[src/rtl/stt_pkg.sv]
// Shared types and constants of the source text tokenizer.
// Used by stt_front, stt_back, the top level and the checker.
package stt_pkg;

  localparam int MaxTokenLen = 1023;
  localparam int PosBits     = 32;

  localparam logic [9:0] LEN_CAP = 10'((MaxTokenLen < 1023) ? MaxTokenLen : 1023);

  localparam logic [2:0] KIND_IDENT   = 3'd0;
  localparam logic [2:0] KIND_KEYWORD = 3'd1;
  localparam logic [2:0] KIND_NUMBER  = 3'd2;
  localparam logic [2:0] KIND_STRING  = 3'd3;
  localparam logic [2:0] KIND_PUNCT   = 3'd4;
  localparam logic [2:0] KIND_OPER    = 3'd5;
  localparam logic [2:0] KIND_END     = 3'd6;

  localparam logic CMD_CHAR = 1'b0;
  localparam logic CMD_END  = 1'b1;

  localparam int NumKw = 3;
  localparam logic [2:0] KW_LEN [NumKw] = '{3'd5, 3'd5, 3'd4};

  // Keyword spelling: print, while, func; zero past the end of a word.
  function automatic logic [7:0] kw_char(input int k, input int j);
    logic [7:0] c;
    c = 8'd0;
    unique case (k)
      0: begin
        unique case (j)
          0: c = "p";
          1: c = "r";
          2: c = "i";
          3: c = "n";
          4: c = "t";
          default: c = 8'd0;
        endcase
      end
      1: begin
        unique case (j)
          0: c = "w";
          1: c = "h";
          2: c = "i";
          3: c = "l";
          4: c = "e";
          default: c = 8'd0;
        endcase
      end
      default: begin
        unique case (j)
          0: c = "f";
          1: c = "u";
          2: c = "n";
          3: c = "c";
          default: c = 8'd0;
        endcase
      end
    endcase
    return c;
  endfunction

  typedef struct packed {
    logic space;
    logic idstart;
    logic digit;
    logic word;
    logic quote;
    logic bslash;
    logic punct;
    logic pairop;
    logic eq;
    logic [NumKw-1:0][7:0] kw_eq;
  } class_t;

  typedef struct packed {
    logic   cmd;
    class_t cls;
  } item_t;

  typedef struct packed {
    logic [2:0]  kind;
    logic [1:0]  kwi;
    logic [31:0] start;
    logic [9:0]  len;
    logic        unterm;
    logic        trunc;
    logic        last;
  } res_t;

endpackage

[src/rtl/stt_front.sv]
// Front end of the tokenizer: classifies each input byte and queues it.
// Depends on stt_pkg.
module stt_front import stt_pkg::*; (
  input  logic       clk_i,
  input  logic       rst_ni,
  input  logic       in_valid_i,
  output logic       in_ready_o,
  input  logic       cmd_i,
  input  logic [7:0] ch_i,
  output logic       item_valid_o,
  output item_t      item_o,
  input  logic       item_pop_i
);

  item_t      mem_q [2];
  logic       wptr_q, rptr_q;
  logic [1:0] cnt_q, cnt_d;
  item_t      cls_item;
  logic       push, pop;

  always_comb begin
    logic alpha, dig;
    alpha = (ch_i >= "a" && ch_i <= "z") || (ch_i >= "A" && ch_i <= "Z");
    dig   = ch_i >= "0" && ch_i <= "9";
    cls_item.cmd         = cmd_i;
    cls_item.cls.space   = (ch_i == 8'd32) || (ch_i >= 8'd9 && ch_i <= 8'd13);
    cls_item.cls.idstart = alpha || ch_i == "_";
    cls_item.cls.digit   = dig;
    cls_item.cls.word    = alpha || dig || ch_i == "_";
    cls_item.cls.quote   = ch_i == "\"";
    cls_item.cls.bslash  = ch_i == "\\";
    cls_item.cls.punct   = ch_i == ";" || ch_i == "," || ch_i == "(" || ch_i == ")" ||
                           ch_i == "{" || ch_i == "}" || ch_i == 8'd0;
    cls_item.cls.pairop  = ch_i == "=" || ch_i == "!" || ch_i == "<" || ch_i == ">";
    cls_item.cls.eq      = ch_i == "=";
    for (int k = 0; k < NumKw; k++) begin
      for (int j = 0; j < 8; j++) begin
        cls_item.cls.kw_eq[k][j] = (j < int'(KW_LEN[k])) && (ch_i == kw_char(k, j));
      end
    end
  end

  assign in_ready_o   = cnt_q != 2'd2;
  assign item_valid_o = cnt_q != 2'd0;
  assign item_o       = mem_q[rptr_q];
  assign push         = in_valid_i && in_ready_o;
  assign pop          = item_pop_i && item_valid_o;

  always_comb begin
    cnt_d = cnt_q;
    if (push && !pop) cnt_d = cnt_q + 2'd1;
    else if (!push && pop) cnt_d = cnt_q - 2'd1;
  end

  always_ff @(posedge clk_i) begin
    if (push) mem_q[wptr_q] <= cls_item;
  end

  always_ff @(posedge clk_i or negedge rst_ni) begin
    if (!rst_ni) begin
      wptr_q <= 1'b0;
      rptr_q <= 1'b0;
      cnt_q  <= 2'd0;
    end else begin
      if (push) wptr_q <= ~wptr_q;
      if (pop)  rptr_q <= ~rptr_q;
      cnt_q <= cnt_d;
    end
  end

endmodule

[src/rtl/stt_back.sv]
// Back end of the tokenizer: scanner state machine and result queue.
// Depends on stt_pkg; fed by stt_front.
module stt_back import stt_pkg::*; (
  input  logic  clk_i,
  input  logic  rst_ni,
  input  logic  item_valid_i,
  input  item_t item_i,
  output logic  item_pop_o,
  output logic  res_valid_o,
  output res_t  res_o,
  input  logic  res_ready_i
);

  localparam logic [2:0] MODE_IDLE   = 3'd0;
  localparam logic [2:0] MODE_IDENT  = 3'd1;
  localparam logic [2:0] MODE_NUMBER = 3'd2;
  localparam logic [2:0] MODE_STRING = 3'd3;
  localparam logic [2:0] MODE_ESCAPE = 3'd4;
  localparam logic [2:0] MODE_OPER   = 3'd5;

  logic [2:0]         mode_q, mode_d;
  logic [PosBits-1:0] pos_q, pos_d, start_q, start_d;
  logic [9:0]         len_q, len_d;
  logic [NumKw-1:0]   kw_q, kw_d;
  logic               sat_q, sat_d;

  res_t       mem_q [4];
  logic [1:0] wptr_q, rptr_q;
  logic [2:0] cnt_q, cnt_d;
  logic       va, vb, take, pop_out;
  res_t       ra, rb;

  function automatic res_t mk_res(input logic [2:0] kind, input logic [1:0] kwi,
                                  input logic [PosBits-1:0] p, input logic [9:0] len,
                                  input logic unterm, input logic trunc);
    res_t r;
    r.kind   = kind;
    r.kwi    = kwi;
    r.start  = 32'(p);
    r.len    = len;
    r.unterm = unterm;
    r.trunc  = trunc;
    r.last   = 1'b0;
    return r;
  endfunction

  // Take an item only when the result queue can absorb two beats.
  assign take       = item_valid_i && (cnt_q <= 3'd2);
  assign item_pop_o = take;

  always_comb begin
    class_t     c;
    logic       rescan, fv;
    res_t       fr, wr;
    logic [2:0] wkind;
    logic [1:0] wkwi;
    logic [9:0] g1_len, g2_len;
    logic       g1_sat, g2_sat;

    c      = item_i.cls;
    mode_d = mode_q;
    pos_d  = pos_q;
    start_d = start_q;
    len_d  = len_q;
    kw_d   = kw_q;
    sat_d  = sat_q;
    va     = 1'b0;
    vb     = 1'b0;
    ra     = '0;
    rb     = '0;
    rescan = 1'b0;
    fv     = 1'b0;
    fr     = '0;

    if (len_q < LEN_CAP) begin
      g1_len = len_q + 10'd1;
      g1_sat = sat_q;
    end else begin
      g1_len = len_q;
      g1_sat = 1'b1;
    end
    if (len_q < LEN_CAP - 10'd1) begin
      g2_len = len_q + 10'd2;
      g2_sat = sat_q;
    end else begin
      g2_len = LEN_CAP;
      g2_sat = 1'b1;
    end

    // Result for a word token ending here; a saturated ident is never a keyword.
    wkind = (mode_q == MODE_IDENT) ? KIND_IDENT : KIND_NUMBER;
    wkwi  = 2'd0;
    if (mode_q == MODE_IDENT && !sat_q) begin
      for (int k = 0; k < NumKw; k++) begin
        if (kw_q[k] && len_q == {7'd0, KW_LEN[k]}) begin
          wkind = KIND_KEYWORD;
          wkwi  = 2'(k);
        end
      end
    end
    wr = mk_res(wkind, wkwi, start_q, len_q, 1'b0, sat_q);

    if (item_i.cmd == CMD_END) begin
      unique case (mode_q)
        MODE_IDENT, MODE_NUMBER: begin
          va = 1'b1;
          ra = wr;
        end
        MODE_STRING, MODE_ESCAPE: begin
          va = 1'b1;
          ra = mk_res(KIND_STRING, 2'd0, start_q, len_q, 1'b1, sat_q);
        end
        MODE_OPER: begin
          va = 1'b1;
          ra = mk_res(KIND_OPER, 2'd0, start_q, 10'd1, 1'b0, 1'b0);
        end
        default: ;
      endcase
      if (va) begin
        vb = 1'b1;
        rb = mk_res(KIND_END, 2'd0, pos_q, 10'd0, 1'b0, 1'b0);
      end else begin
        va = 1'b1;
        ra = mk_res(KIND_END, 2'd0, pos_q, 10'd0, 1'b0, 1'b0);
      end
      mode_d  = MODE_IDLE;
      pos_d   = '0;
      start_d = '0;
      len_d   = 10'd0;
      kw_d    = '1;
      sat_d   = 1'b0;
    end else begin
      pos_d = pos_q + PosBits'(1);
      unique case (mode_q)
        MODE_IDENT: begin
          if (c.word) begin
            for (int k = 0; k < NumKw; k++) begin
              kw_d[k] = kw_q[k] && (len_q < {7'd0, KW_LEN[k]}) && c.kw_eq[k][len_q[2:0]];
            end
            len_d = g1_len;
            sat_d = g1_sat;
          end else begin
            va     = 1'b1;
            ra     = wr;
            mode_d = MODE_IDLE;
            rescan = 1'b1;
          end
        end
        MODE_NUMBER: begin
          if (c.digit) begin
            len_d = g1_len;
            sat_d = g1_sat;
          end else begin
            va     = 1'b1;
            ra     = wr;
            mode_d = MODE_IDLE;
            rescan = 1'b1;
          end
        end
        MODE_STRING: begin
          if (c.quote) begin
            len_d  = g1_len;
            sat_d  = g1_sat;
            va     = 1'b1;
            ra     = mk_res(KIND_STRING, 2'd0, start_q, g1_len, 1'b0, g1_sat);
            mode_d = MODE_IDLE;
          end else if (c.bslash) begin
            mode_d = MODE_ESCAPE;
          end else begin
            len_d = g1_len;
            sat_d = g1_sat;
          end
        end
        MODE_ESCAPE: begin
          // The backslash and the escaped byte count together.
          len_d  = g2_len;
          sat_d  = g2_sat;
          mode_d = MODE_STRING;
        end
        MODE_OPER: begin
          va     = 1'b1;
          mode_d = MODE_IDLE;
          if (c.eq) begin
            ra = mk_res(KIND_OPER, 2'd0, start_q, 10'd2, 1'b0, 1'b0);
          end else begin
            ra     = mk_res(KIND_OPER, 2'd0, start_q, 10'd1, 1'b0, 1'b0);
            rescan = 1'b1;
          end
        end
        default: begin
          mode_d = MODE_IDLE;
          rescan = 1'b1;
        end
      endcase

      // Scan the byte afresh once any earlier token has been closed.
      if (rescan) begin
        priority if (c.space) begin
          fv = 1'b0;
        end else if (c.idstart) begin
          start_d = pos_q;
          len_d   = 10'd1;
          sat_d   = 1'b0;
          for (int k = 0; k < NumKw; k++) kw_d[k] = c.kw_eq[k][0];
          mode_d  = MODE_IDENT;
        end else if (c.digit) begin
          start_d = pos_q;
          len_d   = 10'd1;
          sat_d   = 1'b0;
          kw_d    = '1;
          mode_d  = MODE_NUMBER;
        end else if (c.quote) begin
          start_d = pos_q;
          len_d   = 10'd1;
          sat_d   = 1'b0;
          kw_d    = '1;
          mode_d  = MODE_STRING;
        end else if (c.punct) begin
          fv = 1'b1;
          fr = mk_res(KIND_PUNCT, 2'd0, pos_q, 10'd1, 1'b0, 1'b0);
        end else if (c.pairop) begin
          start_d = pos_q;
          len_d   = 10'd1;
          sat_d   = 1'b0;
          kw_d    = '1;
          mode_d  = MODE_OPER;
        end else begin
          fv = 1'b1;
          fr = mk_res(KIND_OPER, 2'd0, pos_q, 10'd1, 1'b0, 1'b0);
        end
        if (fv) begin
          if (va) begin
            vb = 1'b1;
            rb = fr;
          end else begin
            va = 1'b1;
            ra = fr;
          end
        end
      end
    end

    if (vb) rb.last = 1'b1;
    else ra.last = 1'b1;
  end

  assign res_valid_o = cnt_q != 3'd0;
  assign res_o       = mem_q[rptr_q];
  assign pop_out     = res_valid_o && res_ready_i;

  always_comb begin
    cnt_d = cnt_q;
    if (take && va) cnt_d = cnt_d + 3'd1;
    if (take && vb) cnt_d = cnt_d + 3'd1;
    if (pop_out)    cnt_d = cnt_d - 3'd1;
  end

  always_ff @(posedge clk_i) begin
    if (take && va) mem_q[wptr_q] <= ra;
    if (take && vb) mem_q[wptr_q + 2'd1] <= rb;
  end

  always_ff @(posedge clk_i or negedge rst_ni) begin
    if (!rst_ni) begin
      mode_q  <= MODE_IDLE;
      pos_q   <= '0;
      start_q <= '0;
      len_q   <= 10'd0;
      kw_q    <= '1;
      sat_q   <= 1'b0;
      wptr_q  <= 2'd0;
      rptr_q  <= 2'd0;
      cnt_q   <= 3'd0;
    end else begin
      if (take) begin
        mode_q  <= mode_d;
        pos_q   <= pos_d;
        start_q <= start_d;
        len_q   <= len_d;
        kw_q    <= kw_d;
        sat_q   <= sat_d;
        wptr_q  <= wptr_q + {1'b0, va} + {1'b0, vb};
      end
      if (pop_out) rptr_q <= rptr_q + 2'd1;
      cnt_q <= cnt_d;
    end
  end

endmodule

[src/rtl/source_text_tokenizer.sv]
// Top level of the source text tokenizer.
// Instantiates stt_front and stt_back; depends on stt_pkg.
//
// Input channel: one beat per source byte (cmd_i = 0, byte on ch_i) or an
// end-of-input beat (cmd_i = 1). Output channel: one beat per token with
// kind, keyword index, start offset, length, unterminated and truncated
// flags; last_o marks the final token caused by one input beat.
// An input beat may cause zero, one or two tokens; end of input always
// gives an end marker and returns the scanner to offset zero.
// A token passes the registered input queue and then the registered
// result queue before it is valid on the output. Throughput: one input
// beat per cycle while each beat yields at most one token and the
// receiver does not stall; a beat that yields two tokens slows the flow,
// since the output port delivers one token a cycle.
// A two-entry input queue and a four-entry result queue decouple the sides:
// when the receiver stalls, results collect, the scanner stops once three
// tokens wait (no room left for a two-token beat), and in_ready_o falls once
// the input queue is full as well. Reset clears both queues and the scanner
// state.
module source_text_tokenizer import stt_pkg::*; (
  input  logic        clk_i,
  input  logic        rst_ni,
  input  logic        in_valid_i,
  output logic        in_ready_o,
  input  logic        cmd_i,
  input  logic [7:0]  ch_i,
  output logic        out_valid_o,
  input  logic        out_ready_i,
  output logic [2:0]  token_kind_o,
  output logic [1:0]  keyword_index_o,
  output logic [31:0] start_offset_o,
  output logic [9:0]  token_length_o,
  output logic        unterminated_o,
  output logic        truncated_o,
  output logic        last_o
);

  item_t item;
  logic  item_valid, item_pop;
  res_t  res;

  stt_front u_front (
    .clk_i        (clk_i),
    .rst_ni       (rst_ni),
    .in_valid_i   (in_valid_i),
    .in_ready_o   (in_ready_o),
    .cmd_i        (cmd_i),
    .ch_i         (ch_i),
    .item_valid_o (item_valid),
    .item_o       (item),
    .item_pop_i   (item_pop)
  );

  stt_back u_back (
    .clk_i        (clk_i),
    .rst_ni       (rst_ni),
    .item_valid_i (item_valid),
    .item_i       (item),
    .item_pop_o   (item_pop),
    .res_valid_o  (out_valid_o),
    .res_o        (res),
    .res_ready_i  (out_ready_i)
  );

  assign token_kind_o    = res.kind;
  assign keyword_index_o = res.kwi;
  assign start_offset_o  = res.start;
  assign token_length_o  = res.len;
  assign unterminated_o  = res.unterm;
  assign truncated_o     = res.trunc;
  assign last_o          = res.last;

endmodule

[config.mk]
export PLATFORM = sky130hd
export DESIGN_NAME = source_text_tokenizer
export DESIGN_NICKNAME = d
export VERILOG_FILES = /design/src/rtl/stt_pkg.sv /design/src/rtl/stt_front.sv /design/src/rtl/stt_back.sv /design/src/rtl/source_text_tokenizer.sv
export SDC_FILE = /design/constraint.sdc
export NUM_CORES = 1
export LEC_CHECK = 0
export BUFFER_PORTS_ARGS = -buffer_cell sky130_fd_sc_hd__buf_2
export CAP_MARGIN = 30
export CORE_UTILIZATION = 58
export CTS_CLUSTER_DIAMETER = 40
export DETAILED_ROUTE_END_ITERATION = 6
export PLACE_DENSITY = 0.78
export SYNTH_ARGS = -nofsm -noshare
export SYNTH_HDL_FRONTEND = slang
export SYNTH_SLANG_ARGS = --single-unit
[constraint.sdc]
create_clock -name clk_i -period 11.15 [get_ports clk_i]
set_input_delay 1.6725 -clock clk_i [delete_from_list [all_inputs] [get_ports clk_i]]
set_output_delay 1.6725 -clock clk_i [all_outputs]
set_load 0.05 [all_outputs]
# ---- Word level (Yosys, flattened, before mapping)
# Memories as Yosys holds them, arrays and structs flattened.
# Index checks and enable logic that the tools add are counted.
dict set report classes {
  n_addsub 12
  magnitude_cmp 14
  eq_ne 36
  mux 137
  n_bitwise 2
  reduce_logical 49
}
# op n
set ops {}
lappend ops {{50-bit 2-to-1 mux} 18}
lappend ops {{32-bit 2-to-1 mux} 9}
lappend ops {{50-bit one-hot mux with 4 select lines} 1}
lappend ops {{50-bit one-hot mux with 3 select lines} 1}
lappend ops {{10-bit 2-to-1 mux} 14}
lappend ops {{8-bit by 7-bit == test with 1-bit output, second input constant} 16}
lappend ops {{3-bit 2-to-1 mux} 29}
lappend ops {{8-bit by 6-bit == test with 1-bit output, second input constant} 10}
lappend ops {{1-bit 2-to-1 mux} 50}
lappend ops {{49-bit 2-to-1 mux} 1}
lappend ops {{10-bit one-hot mux with 4 select lines} 1}
lappend ops {{32-bit by 1-bit adder with 32-bit output, second input constant} 1}
lappend ops {{1-bit logical AND} 22}
lappend ops {{10-bit by 3-bit == test with 1-bit output, second input constant} 2}
lappend ops {{10-bit < comparator, second input constant} 2}
lappend ops {{10-bit by 3-bit < comparator with 1-bit output, second input constant} 2}
lappend ops {{8-bit by 7-bit >= comparator with 1-bit output, second input constant} 2}
lappend ops {{8-bit by 7-bit <= comparator with 1-bit output, second input constant} 2}
lappend ops {{1-bit logical OR} 14}
lappend ops {{1-bit one-hot mux with 4 select lines} 3}
lappend ops {{3-bit one-hot mux with 4 select lines} 1}
lappend ops {{10-bit by 1-bit adder with 10-bit output, second input constant} 1}
lappend ops {{10-bit by 2-bit adder with 10-bit output, second input constant} 1}
lappend ops {{2-bit 2-to-1 mux} 5}
lappend ops {{28 further kinds} 42}
dict set report word_totals {
  regBits 92
  mem_bits_rw 248
  in_bits 13
  out_inout_bits 52
  word_cells 264
  n_memories 2
}
# name words width rd rd_clocked_by_memory_dff wr line
set memory_table {}
lappend memory_table {u_back.mem_q 4 50 1 0 2 stt_back.sv:27} ;# res_t mem_q [4];
lappend memory_table {u_front.mem_q 2 24 1 0 1 stt_front.sv:15} ;# item_t mem_q [2];

# ---- Logic depth before layout (Yosys ltp)
# Gate-level depths: netlist of run 1.
# An unclocked memory read counts as a cell.
dict set report depth {
  ltp_word 18
  ltp_mapped 14
  depth_no_buf 12
}

# ---- Modules after synthesis
# Synthesis of run 1 repeated with hierarchy kept, for this count alone.
dict set report hier_totals {
  cells_unflattened 1738
  hier_area_um2 18889.4
}
# mod instances cells_each area_each_um2
set modules_own_cells {}
lappend modules_own_cells {stt_back 1 1571 16633.5}
lappend modules_own_cells {stt_front 1 167 2255.9}

# ---- Worst setup path before layout of run 1
# Ideal clock, no wire load.
dict set report synth_timing {
  path_type {reg-to-reg}
  start {reg u_front.rptr_q}
  end {mem u_back.mem_q[2][0] (netlist bit) (enable)}
  t_arrival_ns 3.204
  required_time_ns 10.755
  slack_ns 7.551
  path_stages_with_launch 11
  cell_sequence {dfrtp_1 buf_2 buf_4 nor4_1 o221ai_2 a211oi_4 a21oi_4 inv_1 buf_2 nand2_1 nand2_1}
}
# item line
set synth_rtl {}
lappend synth_rtl {{start: declaration} stt_front.sv:16} ;# logic wptr_q, rptr_q;
lappend synth_rtl {{start signal: assignment} stt_front.sv:66} ;# if (pop) rptr_q <= ~rptr_q;
lappend synth_rtl {{end: declaration} stt_back.sv:27}

==> run summary, run 1 <==
outcome = complete, no violations
CORE AREA = 28,700 um2
vias per inst = 6.76
pin count of the biggest net entering global routing = 54
placer congestion estimate = 0.917
Worst Path Required = 11.34 ns
Clock Sink Count = 336
sequential power share = 0.346
Pwr Total = 4700 uW
remaining antenna violation count after routing = 0
max-slew violations = 0
top-area cell type share of the netlist area = 0.341
Final period util = 0.397
cts hold-fix bufs = 0
dpl hpwl = 27,100 um
DIE HEIGHT = 173 um
Post-Synthesis Cells = 1,440
CTS Buf Count = 41
leading area contributor after synthesis = edfxtp_1
met2 WL = 20,300 um
Leak Pwr = 0.00693 uW
fillers = 2,108
internal power = 2830 uW
skew final = 0.0222 ns
Max-Cap Viols = 0
via count = 12,600
GRT Total Usage = 0.289
First-pass DRT Iterations = 5
fin nets = 1,466
maximum VDD drop = 151 uV
vias in the first global route = 12,300
Combinational Power Share = 0.365
Slew @ Worst Pin = 0.967 ns
Cell Pwr Density = 248 nW/um2
Post-route DRC = 0
sw frac = 0.397
Post-synth ARST share = 0.274
fmax = 226 MHz
die width = 173 um
post-CTS setup buffer count = 0
WP data arrival = 4.61 ns
clock buffer depth = 3
CTS tree = yes
Mean Syn Cell Area = 11.8 um2
Die Area = 29,900 um2
clock root buffer = clkbuf_16
met3 wire length = 3630 um
Synth Warn # = 0
Clk network pwr share = 0.289
slew margin rel. = 0.353
Critical Path Start Type = flip-flop
final hold violations = 0
Hold WC Path Type = reg2reg
most common flop cell mapped by yosys = edfxtp_1
Worst Setup End Kind = flip-flop
row count = 62
CP Class = reg2reg
wl on met1 = 18,000 um
register area share after synthesis = 0.538
Worst Path Max Fanout = 22
Synth Net Count = 1,465
RSZ-0062 raised after global routing = no
ranking of synthesized cells by area = edfxtp_1, dfrtp_1, a22o_1
distinct cell type count after synthesis = 76
min cycle time layout = 4.42 ns
Boundary Pins = 65
Syn-to-layout area delta = 11.8%
Gates resized, CTS repair = 0
initial antenna violation count = 0
number of synthesized flops with an enable pin = 192
first-pass GRT wire length = 68,000 um
share of layout cells above drive strength 1 = 0.185
Mapped Area = 16,900 um2
htree depth = 2
Antenna diodes = 0
Seq cells post-synth = 336
Setup-failing EPs final = 0
DRT iter0 DRCs = 1,384
Post-synth top cells = a22o_1, edfxtp_1, nand2_1, dfrtp_1, clkbuf_1
Starting Density = 0.590
WL final = 43,000 um
post-route setup TNS = 0 ns
Avg WL per Cell = 23.2 um
Reg clk slew, reported paths = 0.06 ns
net switching power = 1860 uW
PortBufs = 64
most frequent cell after synthesis = a22o_1
clk_lat worst skew = 0.54 ns
total grt overflow = 0
highest metal used = met4
-- critical path, cell delays in order (launching register included) --
cell and delay, ns:
dfrtp_1 0.70, or3b_1 0.47, o22a_1 0.42, a211oi_4 0.64
a21oi_4 0.21, inv_1 0.35, nand2b_1 0.18, nand2_1 0.59
buf_4 0.47
-- routing by layer --
metal | track usage | vias up
met3 | 0.0506 | 103
met1 | 0.399 | 6196
li1 | - | 5626
met2 | 0.462 | 637
met5 | 0 | -
met4 | 0.108 | 0
-- cells in the final DEF (no fill, tap or decap), drive strengths merged, types with 29 or more instances in the layout --
cell type    n
mux4        56
o21ai       61
o22ai       61
dfrtp       89
nor3        32
nand2      134
a21oi       41
buf         97
edfxtp     192
a22o       201
nor2        77
clkbuf      49
dfxtp       52
nand3       29
-- cell type report --
cell class,count,area (um2),area share
Clock inverter,27,289,0.0153
Timing Repair Buffer,97,668,0.0353
Multi-Input combinational cell,949,7200,0.380
Inverter,16,60.1,0.00317
Clock buffer,49,1120,0.0591
Sequential cell,336,9120,0.482
Tap cell,384,480,0.0254
-- through the flow --
step	cell area, um2	util	instances	hold slack [ns]	worst slack [ns]
2_1_floorplan	16900	-	1440	0.439	7.55
3_3_place_gp	17300	0.604	1771	0.445	6.80
3_5_place_dp	17500	0.610	1780	0.455	6.81
4_1_cts	18900	0.659	1856	0.463	6.77
5_1_grt	18900	0.660	1858	0.475	6.51
6_report	18900	0.660	1858	0.459	6.73
-- final timing paths --
| check | depth (start not counted) | slack [ns] | end | from |
|---|---|---|---|---|
| max in group asynchronous | 2 | 8.80 | u_back.rptr_q[0] | rst_ni |
| worst max-delay path | 8 | 6.73 | u_back.mem_q[0][39] | u_back.mode_q[0] |
| worst max register to register | 8 | 6.73 | u_back.mem_q[0][39] | u_back.mode_q[0] |
| worst min register to register | 2 | 0.46 | u_back.mem_q[3][4] | u_back.mem_q[3][4] |
| min in group asynchronous | 1 | 1.15 | u_back.start_q[17] | rst_ni |
| worst min-delay path | 2 | 0.46 | u_back.mem_q[3][4] | u_back.mem_q[3][4] |
-- logic make-up (layout without fill, tap and decap cells) --
logic type,count (synthesis),count (layout),share of synthesized area
DFF,336,336,0.538
AOI/OAI and AO/OA,460,460,0.207
and+or+nand+nor,372,372,0.105
muxes,78,78,0.0879
buffers and inverters,155,189,0.0378
adders and majority gates,12,12,0.00931
xor gates and xnor gates,27,27,0.0148
-- state kept, by name, indices dropped and copies added (netlist names) --
| name | count |
|---|---|
| u_back.len_q | 10 |
| u_back.mode_q | 3 |
| u_front.rptr_q | 1 |
| u_back.kw_q | 3 |
| u_back.rptr_q | 2 |
| u_back.mem_q | 200 |
| u_back.pos_q | 32 |
| u_back.cnt_q | 3 |
| u_back.wptr_q | 2 |
| u_front.wptr_q | 1 |
| u_back.sat_q | 1 |
| u_back.start_q | 32 |
| u_front.cnt_q | 2 |
| u_front.mem_q | 44 |
-- power by group through the flow --
stage | Clock [uW] | Combinational (uW) | Sequential (uW)
after floorplan | 0 | 1320 | 1560
after global placement | 0 | 1590 | 1690
after detailed placement | 0 | 1690 | 1650
after CTS | 1370 | 1700 | 1620
after global routing | 1420 | 1820 | 1640
final | 1350 | 1710 | 1630
(Power assumes the default switching activity.)
==> run 2: changes to the inputs <==
==> constraint.sdc (replaced) <==
create_clock -name clk_i -period 4.35 [get_ports clk_i]
set_input_delay 0.6525 -clock clk_i [delete_from_list [all_inputs] [get_ports clk_i]]
set_output_delay 0.6525 -clock clk_i [all_outputs]
set_load 0.05 [all_outputs]
==> run 2 against run 1 <==
Sequential cell count did not move. First-iteration DRC count decreased by 3.2%. Count of clock-buffer cells in the layout up 8. Design area is 0.18% higher. Sequential power grew to 2.6 times the previous value. Sequential share of layout area shrank 0.086 points. Register-to-register slack lost 6.2 ns. Setup slack got worse by 6.2 ns. Hold slack worse by 0.26 ns. Critical path type unchanged.
==> run summary, run 2 (same netlist as run 1, synthesis figures left out) <==
Worst Setup End Kind = flip-flop
min cycle time layout = 3.83 ns (-0.587 ns)
Placed Area = 17,500 um2 (+0.19%)
crit path from = u_front.rptr_q
CTS Buf Count = 43 (+4.9%)
Gates resized, CTS repair = 0 (unchanged)
PortBufs = 64 (unchanged)
fmax = 261 MHz (+15%)
first-pass GRT wire length = 69,200 um (+1.8%)
maximum VDD drop = 401 uV (+170%)
total grt overflow = 0 (unchanged)
Cell Pwr Density = 632 nW/um2 (+150%)
remaining antenna violation count after routing = 0 (unchanged)
fin nets = 1,480 (+0.95%)
clock root buffer = clkbuf_16
CP Class = reg2reg
Leak Pwr = 0.00696 uW (+0.54%)
dpl hpwl = 26,600 um (-1.6%)
max-slew violations = 0 (unchanged)
CTS tree = yes
Slew @ Worst Pin = 1.00 ns (+0.0335 ns)
vias per inst = 6.76 (about the same)
Boundary Pins = 65 (unchanged)
Hold WC Path Type = in2async
placer congestion estimate = 0.937 (+2.1%)
CORE AREA = 28,700 um2 (unchanged)
WP data arrival = 4.30 ns (-0.31 ns)
CP cell instances = mux2i_1 -> a311oi_1 -> a211oi_4 -> buf_4 -> o21ai_1 -> mux2_2 -> ha_1 -> mux2i_1 -> ha_1 -> and3_1 -> a31oi_1 -> o21a_1
pin count of the biggest net entering global routing = 59 (+9.3%)
htree depth = 2 (unchanged)
slew margin rel. = 0.327 (-0.0256)
most frequent cells in the layout = a22o_1, edfxtp_1, nand2_1, dfrtp_1, nor2_1
Top reg by flops = u_back.mem_q
dpl ws = 0.571 ns (-6.24 ns)
post-CTS setup buffer count = 0 (unchanged)
clock buffer depth = 3 (unchanged)
Die Area = 29,900 um2 (unchanged)
Worst path max stage delay = 0.72 ns (+0.02 ns)
GRT Total Usage = 0.293 (+0.00390)
flop2flop setup slack = 0.52 ns (-6.21 ns)
Placed Instances = 1,793 (+0.73%)
R2R depth = 12 (+4)
Setup-failing EPs final = 0 (unchanged)
Clock Sink Count = 336 (unchanged)
row count = 62 (unchanged)
RSZ-0062 raised after global routing = no
die width = 173 um (unchanged)
WL final = 43,500 um (+1.1%)
Starting Density = 0.590 (unchanged)
Critical Path Start Type = flip-flop
vias in the first global route = 12,300 (+0.25%)
cts hold-fix bufs = 0 (unchanged)
Final period util = 0.882 (+0.485)
outcome = complete, no violations
share of layout cells above drive strength 1 = 0.189 (+0.00473)
DRT iter0 DRCs = 1,340 (-3.2%)
initial antenna violation count = 0 (unchanged)
top flop regs = u_back.mem_q: 200 flops, u_front.mem_q: 44 flops
Reg clk slew, reported paths = 0.06 ns (about the same)
Post-route DRC = 0 (unchanged)
First-pass DRT Iterations = 6 (+1)
final hold violations = 0 (unchanged)
skew final = 0.0264 ns (+0.00419 ns)
final setup margin = 0.515 ns (-6.21 ns)
Final Non-Filler Cells = 1,874 (+0.86%)
Syn-to-layout area delta = 12.0%
clk_lat worst skew = 0.55 ns (about the same)
post-route setup TNS = 0 ns (unchanged)
Worst Path Max Fanout = 16 (-27%)
CP max-delay cell = dfrtp_1
via count = 12,700 (+0.88%)
CP Capture Point = u_back.cnt_q[1]
design area = 19,000 um2 (+0.18%)
RR Endpoint = u_back.cnt_q[1]
DIE HEIGHT = 173 um (unchanged)
Antenna diodes = 0 (unchanged)
Max-Cap Viols = 0 (unchanged)
worst r2r src = u_front.rptr_q
max FFs per register = 200 (unchanged)
Worst Path Required = 4.82 ns (-6.52 ns)
Avg WL per Cell = 23.2 um (+0.25%)
most common cell after layout, fill and taps aside = a22o_1
-- run 2: cell types whose count changed in the layout (fill, tap and decap cells not counted), sizes merged --
cell,delta
buf,+11
bufinv,-3
clkbuf,+9
clkinv,+5
clkinvlp,-1
inv,-5
-- run 2: how the worst min path moves through the flow --
stage	slack, ns	cells after the start	end
6_report	0.20	1	u_back.len_q[5]
5_1_grt	0.26	1	u_back.len_q[1]
4_1_cts	0.23	1	u_back.len_q[3]
3_5_place_dp	0.46	2	u_back.mem_q[3][12]
3_3_place_gp	0.44	2	u_back.mem_q[3][12]
2_1_floorplan	0.36	0	u_back.cnt_q[0]
-- run 2: report_power, final --
| part | internal (uW) | leakage (uW) | switching, uW |
|---|---|---|---|
| combinational | 1380 | 0.00280 | 2950 |
| clock | 2000 | 0.000671 | 1400 |
| sequential | 3820 | 0.00349 | 429 |
-- run 2: stage by stage --
| step | total power (uW) | hold WS (ns) | util |
|---|---|---|---|
| after floorplan | 7380 | 0.357 | - |
| after global placement | 8500 | 0.445 | 0.611 |
| after detailed placement | 8580 | 0.456 | 0.611 |
| after CTS | 12000 | 0.231 | 0.660 |
| after global routing | 12400 | 0.263 | 0.661 |
| final | 12000 | 0.200 | 0.661 |
-- run 2: layout make-up --
class / instances / area, um2
Multi-Input combinational cell: 949 / 7190
Inverter: 16 / 60.1
Timing Repair Buffer: 109 / 716
Sequential cell: 336 / 9120
Clock inverter: 23 / 188
Tap cell: 384 / 480
Clock buffer: 57 / 1210
Fill cell: 2127 / 9740
-- run 2: metal layers --
layer  global-route usage  routed length [um]  share of wire  up-vias
met5                    0                   0              0        -
met4               0.0977                1080          0.025        0
met3               0.0464                3950          0.091       95
met2                0.465               20500           0.47      725
met1                0.415               18000           0.41     6190
li1                     -                   -              -     5663
-- run 2: critical path: cells and delay by family, from the launching register on --
family / cells / cell delay [ns]
buffers and inverters: 1 / 0.21
adder cells (fa/ha/maj): 2 / 0.56
AND/OR/NAND/NOR: 1 / 0.14
multiplexers: 3 / 0.83
flip-flops: 1 / 0.72
AO/OA/AOI/OAI: 5 / 1.28
==> run 3: changes to the inputs <==
--- a/config.mk
+++ b/config.mk
@@ -5,6 +5,7 @@
 export SDC_FILE = /design/constraint.sdc
 export NUM_CORES = 1
 export LEC_CHECK = 0
+export ABC_AREA = 1
 export BUFFER_PORTS_ARGS = -buffer_cell sky130_fd_sc_hd__buf_2
 export CAP_MARGIN = 30
 export CORE_UTILIZATION = 58
==> run 3 against run 2 <==
Die area is 4.9% higher. Largest cell class unchanged. Clock skew is 0.011 ns lower. Synthesized area is 4.9% higher. Critical path type unchanged. Hold slack better by 0.10 ns. Combinational power is 35% higher. Highest routed layer unchanged. Non-clock buffer count is 10 lower. Critical path depth is 1 higher.
==> run summary, run 3 <==
outcome = complete, no violations
Final period util = 0.776 (-0.105)
share of layout cells above drive strength 1 = 0.104 (-0.0849)
Placed Instances = 2,486 (+39%)
Cell Pwr Density = 687 nW/um2 (+8.7%)
most frequent cells in the layout = nand2_1, nor2_1, o22ai_1, o21ai_0, inv_1
first-pass GRT wire length = 81,500 um (+18%)
dpl hpwl = 33,200 um (+25%)
internal power = 7410 uW (+2.8%)
slew margin rel. = 0.325 (-0.00258)
Synth Warn # = 0 (unchanged)
die width = 177 um (+2.4%)
top flop regs = u_back.mem_q: 200 flops, u_front.mem_q: 44 flops
CTS tree = yes
leading area contributor after synthesis = edfxtp_1
WP data arrival = 3.63 ns (-0.67 ns)
vias in the first global route = 15,200 (+23%)
RR Endpoint = u_back.mem_q[3][18]
remaining antenna violation count after routing = 0 (unchanged)
Post-synth top cells = nand2_1, nor2_1, o22ai_1, o21ai_0, inv_1
Clock Sink Count = 336 (unchanged)
Max-Cap Viols = 0 (unchanged)
Seq cells post-synth = 336 (unchanged)
distinct cell type count after synthesis = 49 (-36%)
via count = 16,200 (+28%)
clock buffer depth = 3 (unchanged)
final setup margin = 0.974 ns (+0.458 ns)
GRT Total Usage = 0.332 (+0.0384)
skew final = 0.0150 ns (-0.0114 ns)
Avg WL per Cell = 20.3 um (-13%)
R2R depth = 13 (+1)
fin nets = 2,168 (+46%)
number of synthesized flops with an enable pin = 192 (unchanged)
First-pass DRT Iterations = 6 (unchanged)
WL final = 52,000 um (+20%)
Setup-failing EPs final = 0 (unchanged)
sequential power share = 0.301 (-0.054)
Worst Path Required = 4.61 ns (-0.21 ns)
RSZ-0062 raised after global routing = no
Die Area = 31,300 um2 (+4.9%)
row count = 63 (+1.6%)
post-route setup TNS = 0 ns (unchanged)
Antenna diodes = 0 (unchanged)
worst r2r src = u_front.rptr_q
post-CTS setup buffer count = 0 (unchanged)
CORE AREA = 29,900 um2 (+4.1%)
htree depth = 2 (unchanged)
max-slew violations = 0 (unchanged)
DRT iter0 DRCs = 2,042 (+52%)
fmax = 296 MHz (+14%)
Final Non-Filler Cells = 2,566 (+37%)
Mapped Area = 17,800 um2 (+4.9%)
most frequent cell after synthesis = nand2_1
Hold WC Path Type = in2reg
Boundary Pins = 65 (unchanged)
Combinational Power Share = 0.431 (+0.069)
Critical Path Start Type = flip-flop
PortBufs = 64 (unchanged)
top-area cell type share of the netlist area = 0.325 (-0.0160)
initial antenna violation count = 0 (unchanged)
clk_lat worst skew = 0.54 ns (about the same)
register area share after synthesis = 0.513 (-0.0253)
Mean Syn Cell Area = 8.34 um2 (-29%)
dpl ws = 1.05 ns (+0.480 ns)
Post-route DRC = 0 (unchanged)
CP Capture Point = u_back.mem_q[3][18]
most common flop cell mapped by yosys = edfxtp_1
Leak Pwr = 0.00767 uW (+10%)
CTS Buf Count = 43 (unchanged)
Worst Setup End Kind = flip-flop
Slew @ Worst Pin = 1.01 ns (+0.0124 ns)
crit path from = u_front.rptr_q
Top reg by flops = u_back.mem_q
total grt overflow = 0 (unchanged)
CP Class = reg2reg
min cycle time layout = 3.38 ns (-0.458 ns)
max FFs per register = 200 (unchanged)
Post-synth ARST share = 0.274 (unchanged)
DIE HEIGHT = 177 um (+2.4%)
ranking of synthesized cells by area = edfxtp_1, dfrtp_1, nand2_1
Reg clk slew, reported paths = 0.06 ns (about the same)
pin count of the biggest net entering global routing = 100 (+69%)
sw frac = 0.455 (+0.0564)
Clk network pwr share = 0.267 (-0.016)
Starting Density = 0.595 (+0.00479)
vias per inst = 6.30 (-6.8%)
clock root buffer = clkbuf_16
flop2flop setup slack = 0.97 ns (+0.46 ns)
Syn-to-layout area delta = 11.5%
maximum VDD drop = 457 uV (+14%)
Post-Synthesis Cells = 2,129 (+48%)
Synth Net Count = 2,154 (+47%)
most common cell after layout, fill and taps aside = nand2_1
placer congestion estimate = 0.909 (-3.0%)
final hold violations = 0 (unchanged)
Layout Utilization = 0.663 (+0.00213)
Worst Path Max Fanout = 28 (+12)
net switching power = 6190 uW (+30%)
[run 3: changes by cell type after synthesis, sizes merged, moves of 16 or more]
cell,delta
a22o,-201
a22oi,+32
inv,+192
mux2i,-17
mux4,-56
nand2,+303
nand3,+147
nor2,+143
o21ai,+148
o22ai,+155
o2bb2ai,-18
or3,-16
[run 3: final cells by class]
type	count	area [um2]
Clock buffer	55	1200
Inverter	211	792
Clock inverter	23	267
Fill cell	2441	10100
Tap cell	390	488
Sequential cell	336	9110
Multi-Input combinational cell	1452	7270
Timing Repair Buffer	99	673
[run 3: critical path, stage by stage, from the launching register on]
cell and delay (ns):
dfrtp_1 0.38, inv_2 0.30, nand2_1 0.09, nand2_1 0.12
nor2_1 0.08, nor2_2 0.38, nand2_1 0.12, nand3_2 0.13
nand3_2 0.16, nand2_2 0.15, inv_2 0.08, nand2_2 0.42
buf_4 0.48, o22ai_1 0.18
[run 3: power by group through the flow]
stage / combinational (uW) / clock (uW) / sequential, uW
detailed placement: 5760 / 0 / 4150
floorplan: 4270 / 0 / 4080
global route: 6280 / 3770 / 4140
global placement: 5620 / 0 / 4140
CTS: 5790 / 3650 / 4090
finish: 5870 / 3640 / 4100
[run 3: worst min-delay path by stage]
stage / slack [ns] / startpoint / endpoint / cells past startpoint
after floorplan: 0.36 / rst_ni / u_back.cnt_q[0] / 0
after global placement: 0.45 / u_back.mem_q[1][9] / u_back.mem_q[1][9] / 2
after detailed placement: 0.46 / u_back.mem_q[2][4] / u_back.mem_q[2][4] / 2
after CTS: 0.29 / rst_ni / u_back.len_q[1] / 1
after global routing: 0.30 / cmd_i / u_front.mem_q[1][23] / 1
final: 0.30 / cmd_i / u_front.mem_q[1][23] / 1
[run 3: cell families after synthesis]
kind of cell | synth area share
buf+inv | 0.0792
compound gates | 0.175
fa+ha+maj | 0.00888
xor+xnor | 0.00690
flops | 0.513
simple gates | 0.217
[run 3: repair_timing]
| item | CTS | global route |
|---|---|---|
| endpoints found under the hold margin | 0 | 1 |
| hold buffers | 0 | 1 |
| gates resized for setup | 0 | 0 |
[run 3: layer usage]
metal | vias up | global-route usage | part of all wire
met2 | 982 | 0.506 | 0.45
met4 | 0 | 0.118 | 0.028
li1 | 7463 | - | -
met5 | - | 0 | 0
met1 | 7584 | 0.465 | 0.41
met3 | 139 | 0.0717 | 0.11
[run 3: metrics by stage]
stage / total power [uW] / instance area, um2 / hold slack (ns)
detailed placement: 9910 / 18300 / 0.457
finish: 13600 / 19800 / 0.303
global placement: 9760 / 18200 / 0.455
global route: 14200 / 19800 / 0.302
CTS: 13500 / 19800 / 0.290
floorplan: 8350 / 17800 / 0.357
